$ cat src/design/assert_macros.svh
// assertion macros used by the nearest request scheduler
`ifndef ASSERT_MACROS_SVH
`define ASSERT_MACROS_SVH

// property that must hold at every clock edge out of reset
`define NRS_ASSERT_ALWAYS(label, cond, msg) \
  label: assert property (@(posedge clk) disable iff (rst) (cond)) else $error(msg);

// same-cycle implication
`define NRS_ASSERT_IMPL(label, ante, cons, msg) \
  label: assert property (@(posedge clk) disable iff (rst) (ante) |-> (cons)) else $error(msg);

// next-cycle implication
`define NRS_ASSERT_NEXT(label, ante, cons, msg) \
  label: assert property (@(posedge clk) disable iff (rst) (ante) |=> (cons)) else $error(msg);

`endif

$ cat src/design/nrs_pkg.sv
// shared constants, codes and types of the nearest request scheduler
`timescale 1ns / 1ps
`default_nettype none

package nrs_pkg;

  // default sizes
  localparam int DEF_CAPACITY = 64;
  localparam int DEF_POS_BITS = 16;

  // fixed field widths
  localparam int TYPE_W   = 2;
  localparam int IO_POS_W = 16;
  localparam int STATUS_W = 3;
  localparam int TOTAL_W  = 48;

  // request codes
  localparam logic [TYPE_W-1:0] REQ_ADD   = 2'd0;
  localparam logic [TYPE_W-1:0] REQ_SERVE = 2'd1;
  localparam logic [TYPE_W-1:0] REQ_CLEAR = 2'd2;

  // result status codes
  localparam logic [STATUS_W-1:0] ST_ADDED    = 3'd0;
  localparam logic [STATUS_W-1:0] ST_MOVED    = 3'd1;
  localparam logic [STATUS_W-1:0] ST_CONSUMED = 3'd2;
  localparam logic [STATUS_W-1:0] ST_NONE     = 3'd3;
  localparam logic [STATUS_W-1:0] ST_FULL     = 3'd4;
  localparam logic [STATUS_W-1:0] ST_CLEARED  = 3'd5;

  // what the scan found
  typedef struct packed {
    logic at_head;
    logic left;
    logic right;
  } scan_flags_t;

endpackage

`default_nettype wire

$ cat src/design/nrs_ram.sv
// generic single write port ram with registered read
`timescale 1ns / 1ps
`default_nettype none

module nrs_ram #(
  parameter int WIDTH = 16,
  parameter int DEPTH = 64
) (
  input  wire logic                     clk,
  input  wire logic                     we,
  input  wire logic [$clog2(DEPTH)-1:0] waddr,
  input  wire logic [WIDTH-1:0]         wdata,
  input  wire logic [$clog2(DEPTH)-1:0] raddr,
  output logic      [WIDTH-1:0]         rdata
);

  logic [WIDTH-1:0] mem [DEPTH];

  // write port
  always_ff @(posedge clk) begin
    if (we) begin
      mem[waddr] <= wdata;
    end
  end

  // registered read port
  always_ff @(posedge clk) begin
    rdata <= mem[raddr];
  end

endmodule

`default_nettype wire

$ cat src/design/nrs_scan.sv
// compare unit that takes one store entry a cycle while ent_valid is high and keeps the nearest neighbors
`timescale 1ns / 1ps
`default_nettype none

module nrs_scan #(
  parameter int POS_BITS = nrs_pkg::DEF_POS_BITS,
  parameter int IDX_W    = 6
) (
  input  wire logic                clk,
  input  wire logic                rst,
  input  wire logic                start,
  input  wire logic                ent_valid,
  input  wire logic [IDX_W-1:0]    ent_idx,
  input  wire logic [POS_BITS-1:0] ent_pos,
  input  wire logic [POS_BITS-1:0] head,
  output nrs_pkg::scan_flags_t     flags,
  output logic      [IDX_W-1:0]    head_idx,
  output logic      [POS_BITS-1:0] left_pos,
  output logic      [IDX_W-1:0]    left_idx,
  output logic      [POS_BITS-1:0] right_pos,
  output logic      [IDX_W-1:0]    right_idx
);

  import nrs_pkg::*;

  logic is_eq;
  logic is_below;

  // one compare stage against the head
  assign is_eq    = (ent_pos == head);
  assign is_below = (ent_pos < head);

  // found flags
  always_ff @(posedge clk) begin
    if (rst || start) begin
      flags <= '0;
    end else if (ent_valid) begin
      if (is_eq) begin
        flags.at_head <= 1'b1;
      end
      if (is_below) begin
        flags.left <= 1'b1;
      end else begin
        flags.right <= 1'b1;
      end
    end
  end

  // best candidates on each side, first entry at the head
  always_ff @(posedge clk) begin
    if (ent_valid) begin
      if (is_eq && !flags.at_head) begin
        head_idx <= ent_idx;
      end
      if (is_below) begin
        if (!flags.left || ent_pos > left_pos) begin
          left_pos <= ent_pos;
          left_idx <= ent_idx;
        end
      end else begin
        if (!flags.right || ent_pos < right_pos) begin
          right_pos <= ent_pos;
          right_idx <= ent_idx;
        end
      end
    end
  end

endmodule

`default_nettype wire

$ cat src/design/nearest_request_scheduler.sv
// nearest request scheduler: add and clear pass the finish step, then the result register
// serve makes one store read per pending entry through one compare unit
// then decide, compact and result steps; an empty store or an unused type skips to finish
// the next item is taken once the result is staged
// a full result may wait in the output register while the next item is already taken
// reset (synchronous, input stalled) empties the store by fill count, head 0, right, total 0
`timescale 1ns / 1ps
`default_nettype none

`include "assert_macros.svh"

module nearest_request_scheduler #(
  parameter int CAPACITY = nrs_pkg::DEF_CAPACITY,
  parameter int POS_BITS = nrs_pkg::DEF_POS_BITS
) (
  input  wire logic                          clk,
  input  wire logic                          rst,
  input  wire logic                          req_valid,
  output logic                               req_stall,
  input  wire logic [nrs_pkg::TYPE_W-1:0]    req_type,
  input  wire logic [nrs_pkg::IO_POS_W-1:0]  position,
  output logic                               rsp_valid,
  input  wire logic                          rsp_stall,
  output logic      [nrs_pkg::STATUS_W-1:0]  status,
  output logic      [nrs_pkg::IO_POS_W-1:0]  head_position,
  output logic      [nrs_pkg::IO_POS_W-1:0]  distance_moved,
  output logic      [nrs_pkg::TOTAL_W-1:0]   total_distance
);

  import nrs_pkg::*;

  localparam int IDX_W = $clog2(CAPACITY);
  localparam int CNT_W = $clog2(CAPACITY + 1);
  localparam logic [CNT_W-1:0] CAP_CNT = CNT_W'(CAPACITY);
  localparam logic [CNT_W-1:0] CNT_ONE = CNT_W'(1);

  localparam logic [2:0] S_IDLE    = 3'd0;
  localparam logic [2:0] S_SCAN    = 3'd1;
  localparam logic [2:0] S_DECIDE  = 3'd2;
  localparam logic [2:0] S_COMPACT = 3'd3;
  localparam logic [2:0] S_FINISH  = 3'd4;

  logic [2:0]          state;
  logic [CNT_W-1:0]    count;
  logic [CNT_W-1:0]    scan_cnt;
  logic [POS_BITS-1:0] head;
  logic                moving_right;
  logic [TOTAL_W-1:0]  total;
  logic [STATUS_W-1:0] res_status;
  logic [POS_BITS-1:0] res_dist;
  logic [IDX_W-1:0]    pick_idx;

  logic                req_xfer;
  logic                slot_free;
  logic [31:0]         pos_wide;
  logic [POS_BITS-1:0] pos_in;
  logic [CNT_W-1:0]    cnt_m1;
  logic [CNT_W-1:0]    scan_m1;

  logic                ram_we;
  logic [IDX_W-1:0]    ram_waddr;
  logic [POS_BITS-1:0] ram_wdata;
  logic [IDX_W-1:0]    ram_raddr;
  logic [POS_BITS-1:0] ram_rdata;

  scan_flags_t         sc_flags;
  logic [IDX_W-1:0]    sc_head_idx;
  logic [POS_BITS-1:0] sc_left_pos;
  logic [IDX_W-1:0]    sc_left_idx;
  logic [POS_BITS-1:0] sc_right_pos;
  logic [IDX_W-1:0]    sc_right_idx;
  logic                scan_start;
  logic                scan_ent;

  logic [POS_BITS-1:0] dl;
  logic [POS_BITS-1:0] dr;
  logic                go_right;
  logic [TOTAL_W:0]    total_sum;
  logic [31:0]         head_wide;
  logic [31:0]         dist_wide;

  // handshake
  assign req_stall = rst || (state != S_IDLE);
  assign req_xfer  = req_valid && !req_stall;
  assign slot_free = !rsp_valid || !rsp_stall;

  // keep only the position bits the store holds
  assign pos_wide = 32'(position);
  assign pos_in   = pos_wide[POS_BITS-1:0];

  assign cnt_m1  = count - CNT_ONE;
  assign scan_m1 = scan_cnt - CNT_ONE;

  // pending position store
  nrs_ram #(
    .WIDTH (POS_BITS),
    .DEPTH (CAPACITY)
  ) u_store (
    .clk   (clk),
    .we    (ram_we),
    .waddr (ram_waddr),
    .wdata (ram_wdata),
    .raddr (ram_raddr),
    .rdata (ram_rdata)
  );

  // store port control: append on add, move last entry into the hole on removal
  always_comb begin
    ram_we    = 1'b0;
    ram_waddr = count[IDX_W-1:0];
    ram_wdata = pos_in;
    ram_raddr = scan_cnt[IDX_W-1:0];
    if (req_xfer && req_type == REQ_ADD && count != CAP_CNT) begin
      ram_we = 1'b1;
    end
    if (state == S_DECIDE) begin
      ram_raddr = cnt_m1[IDX_W-1:0];
    end
    if (state == S_COMPACT) begin
      ram_we    = 1'b1;
      ram_waddr = pick_idx;
      ram_wdata = ram_rdata;
    end
  end

  // shared compare unit
  assign scan_start = req_xfer && req_type == REQ_SERVE;
  assign scan_ent   = (state == S_SCAN) && (scan_cnt != '0);

  nrs_scan #(
    .POS_BITS (POS_BITS),
    .IDX_W    (IDX_W)
  ) u_scan (
    .clk       (clk),
    .rst       (rst),
    .start     (scan_start),
    .ent_valid (scan_ent),
    .ent_idx   (scan_m1[IDX_W-1:0]),
    .ent_pos   (ram_rdata),
    .head      (head),
    .flags     (sc_flags),
    .head_idx  (sc_head_idx),
    .left_pos  (sc_left_pos),
    .left_idx  (sc_left_idx),
    .right_pos (sc_right_pos),
    .right_idx (sc_right_idx)
  );

  // choice between the two neighbors, ties follow the last direction
  assign dl = head - sc_left_pos;
  assign dr = sc_right_pos - head;
  assign go_right = !sc_flags.left ||
                    (sc_flags.right && ((dr < dl) || (dr == dl && moving_right)));

  // saturating total
  assign total_sum = {1'b0, total} + (TOTAL_W + 1)'(res_dist);

  // sequencer and block state
  always_ff @(posedge clk) begin
    if (rst) begin
      state        <= S_IDLE;
      count        <= '0;
      scan_cnt     <= '0;
      head         <= '0;
      moving_right <= 1'b1;
      total        <= '0;
    end else begin
      unique case (state)
        S_IDLE: begin
          if (req_xfer) begin
            scan_cnt <= '0;
            state    <= S_FINISH;
            case (req_type)
              REQ_ADD: begin
                if (count != CAP_CNT) begin
                  count <= count + CNT_ONE;
                end
              end
              REQ_SERVE: begin
                if (count != '0) begin
                  state <= S_SCAN;
                end
              end
              REQ_CLEAR: begin
                count        <= '0;
                head         <= '0;
                moving_right <= 1'b1;
                total        <= '0;
              end
              default: ;
            endcase
          end
        end
        S_SCAN: begin
          if (scan_cnt == count) begin
            state <= S_DECIDE;
          end else begin
            scan_cnt <= scan_cnt + CNT_ONE;
          end
        end
        S_DECIDE: begin
          if (sc_flags.at_head) begin
            state <= S_COMPACT;
          end else if (!sc_flags.left && !sc_flags.right) begin
            state <= S_FINISH;
          end else begin
            state        <= S_COMPACT;
            moving_right <= go_right;
            head         <= go_right ? sc_right_pos : sc_left_pos;
          end
        end
        S_COMPACT: begin
          count <= cnt_m1;
          total <= total_sum[TOTAL_W] ? '1 : total_sum[TOTAL_W-1:0];
          state <= S_FINISH;
        end
        S_FINISH: begin
          if (slot_free) begin
            state <= S_IDLE;
          end
        end
        default: state <= S_IDLE;
      endcase
    end
  end

  // per-item result status, distance and removal slot
  always_ff @(posedge clk) begin
    if (state == S_IDLE && req_xfer) begin
      res_dist <= '0;
      case (req_type)
        REQ_ADD:   res_status <= (count != CAP_CNT) ? ST_ADDED : ST_FULL;
        REQ_SERVE: res_status <= ST_NONE;
        REQ_CLEAR: res_status <= ST_CLEARED;
        default:   res_status <= ST_NONE;
      endcase
    end else if (state == S_DECIDE) begin
      if (sc_flags.at_head) begin
        res_status <= ST_CONSUMED;
        pick_idx   <= sc_head_idx;
      end else if (sc_flags.left || sc_flags.right) begin
        res_status <= ST_MOVED;
        res_dist   <= go_right ? dr : dl;
        pick_idx   <= go_right ? sc_right_idx : sc_left_idx;
      end
    end
  end

  // output register
  assign head_wide = 32'(head);
  assign dist_wide = 32'(res_dist);

  always_ff @(posedge clk) begin
    if (rst) begin
      rsp_valid <= 1'b0;
    end else if (state == S_FINISH && slot_free) begin
      rsp_valid <= 1'b1;
    end else if (!rsp_stall) begin
      rsp_valid <= 1'b0;
    end
  end

  always_ff @(posedge clk) begin
    if (state == S_FINISH && slot_free) begin
      status         <= res_status;
      head_position  <= head_wide[IO_POS_W-1:0];
      distance_moved <= dist_wide[IO_POS_W-1:0];
      total_distance <= total;
    end
  end

  // checks
  `NRS_ASSERT_ALWAYS(a_count_cap, count <= CAP_CNT, "fill count beyond capacity")
  `NRS_ASSERT_IMPL(a_rsp_from_finish, $rose(rsp_valid), $past(state) == S_FINISH,
                   "result raised outside the finish step")
  `NRS_ASSERT_NEXT(a_total_grows, state == S_COMPACT, total >= $past(total),
                   "running total decreased on a serve")
  `NRS_ASSERT_IMPL(a_scan_nonempty, state == S_SCAN, count != '0,
                   "scan started on an empty store")

endmodule

`default_nettype wire
$ cat config.mk
export PLATFORM = sky130hd
export DESIGN_NAME = nearest_request_scheduler
export DESIGN_NICKNAME = d
export VERILOG_FILES = /design/src/design/nrs_pkg.sv /design/src/design/nrs_ram.sv /design/src/design/nrs_scan.sv /design/src/design/nearest_request_scheduler.sv
export VERILOG_INCLUDE_DIRS = /design/src /design/src/design
export SDC_FILE = /design/constraint.sdc
export NUM_CORES = 2
export LEC_CHECK = 0
export BUFFER_PORTS_ARGS = -buffer_cell sky130_fd_sc_hd__buf_2
export CAP_MARGIN = 0
export CORE_MARGIN = 2
export CORE_UTILIZATION = 25
export CTS_CLUSTER_SIZE = 24
export DETAILED_ROUTE_END_ITERATION = 16
export MAX_ROUTING_LAYER = met4
export SKIP_LAST_GASP = 1
export SYNTH_ARGS = -nofsm -noshare
export SYNTH_HDL_FRONTEND = slang
export SYNTH_SLANG_ARGS = --single-unit
$ cat constraint.sdc
create_clock -name clk -period 5.2 [get_ports clk]
set_input_delay 0.26 -clock clk [delete_from_list [all_inputs] [get_ports clk]]
set_output_delay 0.26 -clock clk [all_outputs]
set_load 0.005 [all_outputs]
== Word level (Yosys, flattened, before mapping) ==
Memory sizes are Yosys's and may differ from the RTL's. A register that Yosys moved wholly into a read port is not among the register bits.
Cells that the tools add are included.

* Flip-flop bits (word level): 244
* Memory bits (writable): 1024
* Input bits: 22
* Output and inout bits: 85
* Memories: 1

{| class="wikitable"
|+ Memories
! memory !! words !! bits a word !! read ports !! clocked after Yosys merged registers in !! wr ports !! line !! source
|-
| u_store.mem || 64 || 16 || 1 || 1 || 1 || nrs_ram.sv:17 || <nowiki>logic [WIDTH-1:0] mem [DEPTH];</nowiki>
|}

* $add $sub $neg: 7
* $lt $le $gt $ge: 4
* Eq/ne operators: 20
* Mux-type cells: 49
* Bitwise operators: 3
* Reductions and logical operators: 50

{| class="wikitable"
|+ Operators with widths
! cell !! count
|-
| $mux 48 || 3
|-
| $mux 16 || 7
|-
| $pmux 48 s2 || 1
|-
| $add 48x16->49 || 1
|-
| $lt 16x16->1 || 3
|-
| $pmux 7 s2 || 3
|-
| $mux 3 || 12
|-
| $eq 16x16->1 || 2
|-
| $pmux 16 s2 || 1
|-
| $sub 16x16->16 || 2
|-
| $mux 6 || 5
|-
| $mux 7 || 4
|-
| $reduce_and 3->1 || 7
|-
| $gt 16x16->1 || 1
|-
| $pmux 3 s5 || 1
|-
| $add 7x1->7 const B || 2
|-
| $reduce_bool 7->1 || 2
|-
| $logic_and 1x1->1 || 11
|-
| $mux 1 || 10
|-
| $ne 2x2->1 const B || 5
|-
| $reduce_and 2->1 || 5
|-
| $reduce_bool 2->1 || 5
|-
| $logic_or 1x1->1 || 8
|-
| $eq 7x7->1 || 1
|-
| other kinds (20) || 31
|}

== Logic depth before layout (Yosys ltp) ==
* Depth after elaboration: 10
* Depth in mapped cells: 24
* Gate-level depth less buffers: 22

== Cells and area by module ==
A second synthesis with hierarchy kept.

* Cell total of the unflattened synthesis: 3290
* Area total of the unflattened synthesis: 53816.6 sq um

{| class="wikitable"
|+ Modules (own cells, without submodules)
! module !! times used !! cells an instance !! area each (sq um)
|-
| nrs_ram || 1 || 1829 || 40042.2
|-
| nearest_request_scheduler || 1 || 1232 || 10965.5
|-
| nrs_scan || 1 || 229 || 2808.9
|}

== Worst setup path before layout ==
Ideal clock, no wire load.

* Path kind: register to register
* From: register state[0]
* To: register distance_moved[0] in the netlist's numbering (enable)
* Library setup time: 552 ps
* Data arrival time: 4673 ps
* Data required time: 4648 ps
* Path slack: -26 ps
* Cell stages (with the launch flop): 5
* Buffers on the path: 1
* Cell sequence: dfxtp_1 buf_4 nor2_1 nand2_1 a21oi_1

* Cells in the longest elaborated chain, start to end: 2

{| class="wikitable"
|+ RTL lines
! element !! line !! source
|-
| from (decl) || nearest_request_scheduler.sv:43 || <nowiki>logic [2:0] state;</nowiki>
|-
| from (signal assigned) || nearest_request_scheduler.sv:161 || <nowiki>state <= S_IDLE;</nowiki>
|-
| from (signal assigned) || nearest_request_scheduler.sv:172 || <nowiki>state <= S_FINISH;</nowiki>
|-
| from (signal assigned) || nearest_request_scheduler.sv:181 || <nowiki>state <= S_SCAN;</nowiki>
|-
| $eq 3x3->1 || nearest_request_scheduler.sv:264 || <nowiki>if (state == S_FINISH && slot_free) begin</nowiki>
|-
| $logic_and 1x1->1 || nearest_request_scheduler.sv:264 ||
|-
| to (signal assigned) || nearest_request_scheduler.sv:267 || <nowiki>distance_moved <= dist_wide[IO_POS_W-1:0];</nowiki>
|-
| to (decl) || nearest_request_scheduler.sv:26 || <nowiki>output logic [nrs_pkg::IO_POS_W-1:0] distance_moved,</nowiki>
|}

No other way between the ends.
A chain may end at the register's enable or synchronous reset.

== Final worst setup path ==
* From: register u_scan.right_pos[0]
* To: register head[11]

* Cells in the longest elaborated chain, start to end: 10
* Elaborated cells on any way between the ends: 11

{| class="wikitable"
|+ RTL lines
! element !! line !! source
|-
| from (decl) || nrs_scan.sv:20 || <nowiki>output logic [POS_BITS-1:0] right_pos,</nowiki>
|-
| from (signal assigned) || nrs_scan.sv:62 || <nowiki>right_pos <= ent_pos;</nowiki>
|-
| $sub 16x16->16 (*) || nearest_request_scheduler.sv:151 || <nowiki>assign dr = sc_right_pos - head;</nowiki>
|-
| parallel branches: the longest is 2 deep, another holds $lt 16x16->1 || -- ||
|-
| $logic_or 1x1->1 (*) || nearest_request_scheduler.sv:153 || <nowiki>(sc_flags.right && ((dr < dl) || (dr == dl && moving_right)));</nowiki>
|-
| $logic_and 1x1->1 (*) || nearest_request_scheduler.sv:153 ||
|-
| $logic_or 1x1->1 (*) || nearest_request_scheduler.sv:152 || <nowiki>assign go_right = !sc_flags.left ||</nowiki>
|-
| $mux 16 (*) || nearest_request_scheduler.sv:209 || <nowiki>head <= go_right ? sc_right_pos : sc_left_pos;</nowiki>
|-
| $mux 16 (*) || nearest_request_scheduler.sv:204 || <nowiki>end else if (!sc_flags.left && !sc_flags.right) begin</nowiki>
|-
| $mux 16 (*) || nearest_request_scheduler.sv:202 || <nowiki>if (sc_flags.at_head) begin</nowiki>
|-
| $pmux 16 s2 (*) || nearest_request_scheduler.sv:168 || <nowiki>unique case (state)</nowiki>
|-
| to (signal assigned) || nearest_request_scheduler.sv:209 ||
|-
| to (decl) || nearest_request_scheduler.sv:46 || <nowiki>logic [POS_BITS-1:0] head;</nowiki>
|}

Every way passes the cells marked *. The select of a mux whose other input is x is not followed.

==> summary.md <==
| Metric | Value |
|---|---|
| Data required, critical path | `5.80 ns` |
| Max-slew headroom | `0.150` |
| First-pass GRT wire length | `206 mm` |
| Clk_lat worst skew | `0.77 ns` |
| Die area | `219000 sq um` |
| Die X | `468 um` |
| DRT iter0 DRCs | `3978` |
| Largest net degree at the start of global routing | `65` |
| DRT antenna net count | `0` |
| Net count after synthesis | `3745` |
| Die height | `468 um` |
| Via/cell ratio | `4.73` |
| Status | `complete, no violations` |
| Setup Viol. Count Final | `0` |
| Synth unique cells | `80` |
| Initial core utilization | `0.251` |
| Max Cap Viol | `0` |
| Gate Count Post-Synth | `3607` |
| Commonest non-fill, non-tap cell in the layout | `edfxtp_1` |
| Clock network fraction of design power | `0.446` |
| DP Area | `58300 sq um` |
| Period Utilization, post-route | `0.907` |
| GPL Wtd Cong | `0.854` |
| Clock sinks | `1284` |
| Port Buf Inserts | `106` |
| Cell area after layout | `62800 sq um` |
| Internal | `0.0169 W` |
| Avg Inst Size Synth | `14.9 sq um` |
| Via count | `32082` |
| CTS buffer count | `134` |
| RSZ-0062 raised after global routing | `no` |
| Routed len/inst | `20.6 um` |
| Tot GR Track Use | `0.128` |
| CP Class | `reg -> reg` |
| Final min period | `4.72 ns` |
| DRC | `0` |
| Nets | `3967` |
| Longest Clk Path Bufs | `3` |
| Sw Share | `0.210` |
| Sequential fraction of the synthesis area | `0.695` |
| Most frequent cells in the layout | `1166 x edfxtp_1, 530 x nand2_1, 192 x mux4_2, 186 x nand3_1, 167 x nor2_1` |
| Sequential power share | `0.529` |
| Final Max Tran Viols | `0` |
| Synth warn | `0` |
| CTS root buf | `clkbuf_16` |
| Peak supply drop | `0.000210 V` |
| Worst hold path class | `in -> reg` |
| Crit path launch type | `register` |
| Vias in the first global route | `30556` |
| DR pass1 iterations | `8` |
| Core Region | `214000 sq um` |
| DPL Wire Length | `88.9 mm` |
| Crit. End Element | `register` |
| Area grow syn2layout | `16.8%` |
| Final setup TNS | `0 ns` |
| Logic gate share of total power | `0.025` |
| Clock skew | `0.0307 ns` |
| Flops & latches, synth | `1284` |
| H-tree Lvls | `4` |
| Std-Cell Rows | `170` |
| Proportion of layout cells with a drive suffix above 1 | `0.176` |
| Slew @ Worst Pin | `1.28 ns` |
| Highest Clock Rate | `0.212 GHz` |
| Crit path max fanout | `28` |
| # IOs | `107` |
| Routed wire length | `140 mm` |
| Final Hold Vio Count | `0` |
| Initial antenna violation count | `4` |
| Flop2flop setup slack | `0.48 ns` |
| Ys flop type | `edfxtp_1` |
| Worst-path clk slew | `0.06 ns` |
| Pwr/cell area | `342 nW/um^2` |
| Fillcell total | `21193` |
| Synthesized area | `53800 sq um` |
| Sw Pwr | `0.00451 W` |
| Worst Path Arrival | `5.32 ns` |
| Total gr overflow | `0` |
| CTS tree | `done` |
| Pleak | `21.2 nW` |
| Total power | `0.0215 W` |
| Share of synthesized registers carrying an async set or reset | `0` |
| Post-synth EDFFs | `1166` |
[power by group through the flow]
stage               Combinational (W)  Clock [W]  Sequential (W)
finish                       0.000526    0.00958          0.0114
floorplan                    0.000264          0          0.0116
global placement             0.000511          0          0.0116
CTS                          0.000529    0.00975          0.0114
global route                 0.000571     0.0101          0.0114
detailed placement           0.000523          0          0.0116
[metrics by stage]
stage	util	instances	worst slack, ns	hold slack (ns)
after floorplan	-	3607	0.657	0.400
after global placement	0.272	6524	0.484	0.414
after detailed placement	0.272	6524	0.410	0.409
after CTS	0.293	6776	0.393	0.0816
after global routing	0.293	6776	0.0203	0.102
final	0.293	6777	0.481	0.110
[worst paths after layout]
check / start / endpoint / depth (start not counted)
max: u_scan.right_pos[0] / head[11] / 23
min: position[8] / u_store.mem[63][8] / 3
max reg2reg: u_scan.right_pos[0] / head[11] / 23
min reg2reg: res_status[2] / status[2] / 0
[cell type report]
cell class | count | area (sq um) | area share
repair buffers | 269 | 1900 | 0.0302
inverters | 80 | 300 | 0.00478
diodes | 1 | 2.50 | 0.0000399
clock inverters | 67 | 717 | 0.0114
flip-flops and latches | 1284 | 37400 | 0.595
well taps | 2838 | 3550 | 0.0566
clock buffers | 178 | 3680 | 0.0587
multi-input cells | 2060 | 15200 | 0.243
[flip-flops by register name (all words and copies together), names as in the netlist, 16 cells and up]
register,flops
total_distance,48
u_store.rdata,16
head,16
total,48
distance_moved,16
res_dist,16
head_position,16
u_scan.right_pos,16
u_store.mem,1024
u_scan.left_pos,16
[Yosys cell counts (16+ instances only)]
cell type,number,area (sq um)
buf_6,24,270
nand2_1,545,2050
inv_1,80,300
edfxtp_1,1166,35000
nand2b_1,22,138
mux4_2,192,4320
xnor2_1,33,289
mux2i_1,57,571
nand3_1,186,931
nor2b_1,41,257
ha_1,113,1410
o21ai_0,120,601
nor3_1,44,220
dfxtp_1,118,2360
nor2_1,168,631
clkbuf_1,104,390
a21o_1,31,233
xor2_1,24,210
nand4_1,53,332
a32oi_1,16,140
buf_2,36,180
a21oi_1,160,801
a211oi_1,28,210
a31oi_1,44,275
[layer usage]
layer / global-route usage / vias to the layer above / share of wire
li1: - / 14290 / -
met1: 0.177 / 16352 / 0.44
met2: 0.194 / 1243 / 0.46
met3: 0.0221 / 197 / 0.074
met4: 0.0334 / 0 / 0.023
met5: - / - / 0
[worst max-delay path: stages (launching register included)]
cell and delay [ns]:
edfxtp_1 0.44, inv_1 0.09, ha_1 0.17, inv_1 0.06
fa_1 0.42, a211oi_2 0.24, o21ai_0 0.16, a31o_2 0.27
a31oi_1 0.19, o21ai_0 0.17, o21a_1 0.20, nor2_1 0.12
xnor2_1 0.19, ha_1 0.28, nand4_1 0.14, nor3_1 0.08
o21ai_0 0.08, nand4b_1 0.14, o311ai_2 0.42, buf_4 0.25
buf_12 0.18, nor2_1 0.05, a21oi_1 0.13, o21ai_1 0.07
[cells by family (layout without fill, tap and decap cells)]
group / after synthesis / in the layout / synth area share
other: 0 / 1 / 0
adder cells (fa/ha/maj): 116 / 116 / 0.0274
XOR/XNOR: 57 / 57 / 0.00929
flip-flops: 1284 / 1284 / 0.695
AND/OR/NAND/NOR: 1132 / 1132 / 0.0945
AO/OA/AOI/OAI: 506 / 506 / 0.0580
buffers and inverters: 263 / 594 / 0.0245
multiplexers: 249 / 249 / 0.0910
[timing repair]
action / in CTS / in global routing
hold buffers: 7 / 0
setup endpoints to repair: 0 / 4
setup buffers: 0 / 0
resized for setup: 0 / 2
endpoints found under the hold margin: 31 / 0
Note: power is estimated with default switching activity, not from simulation.
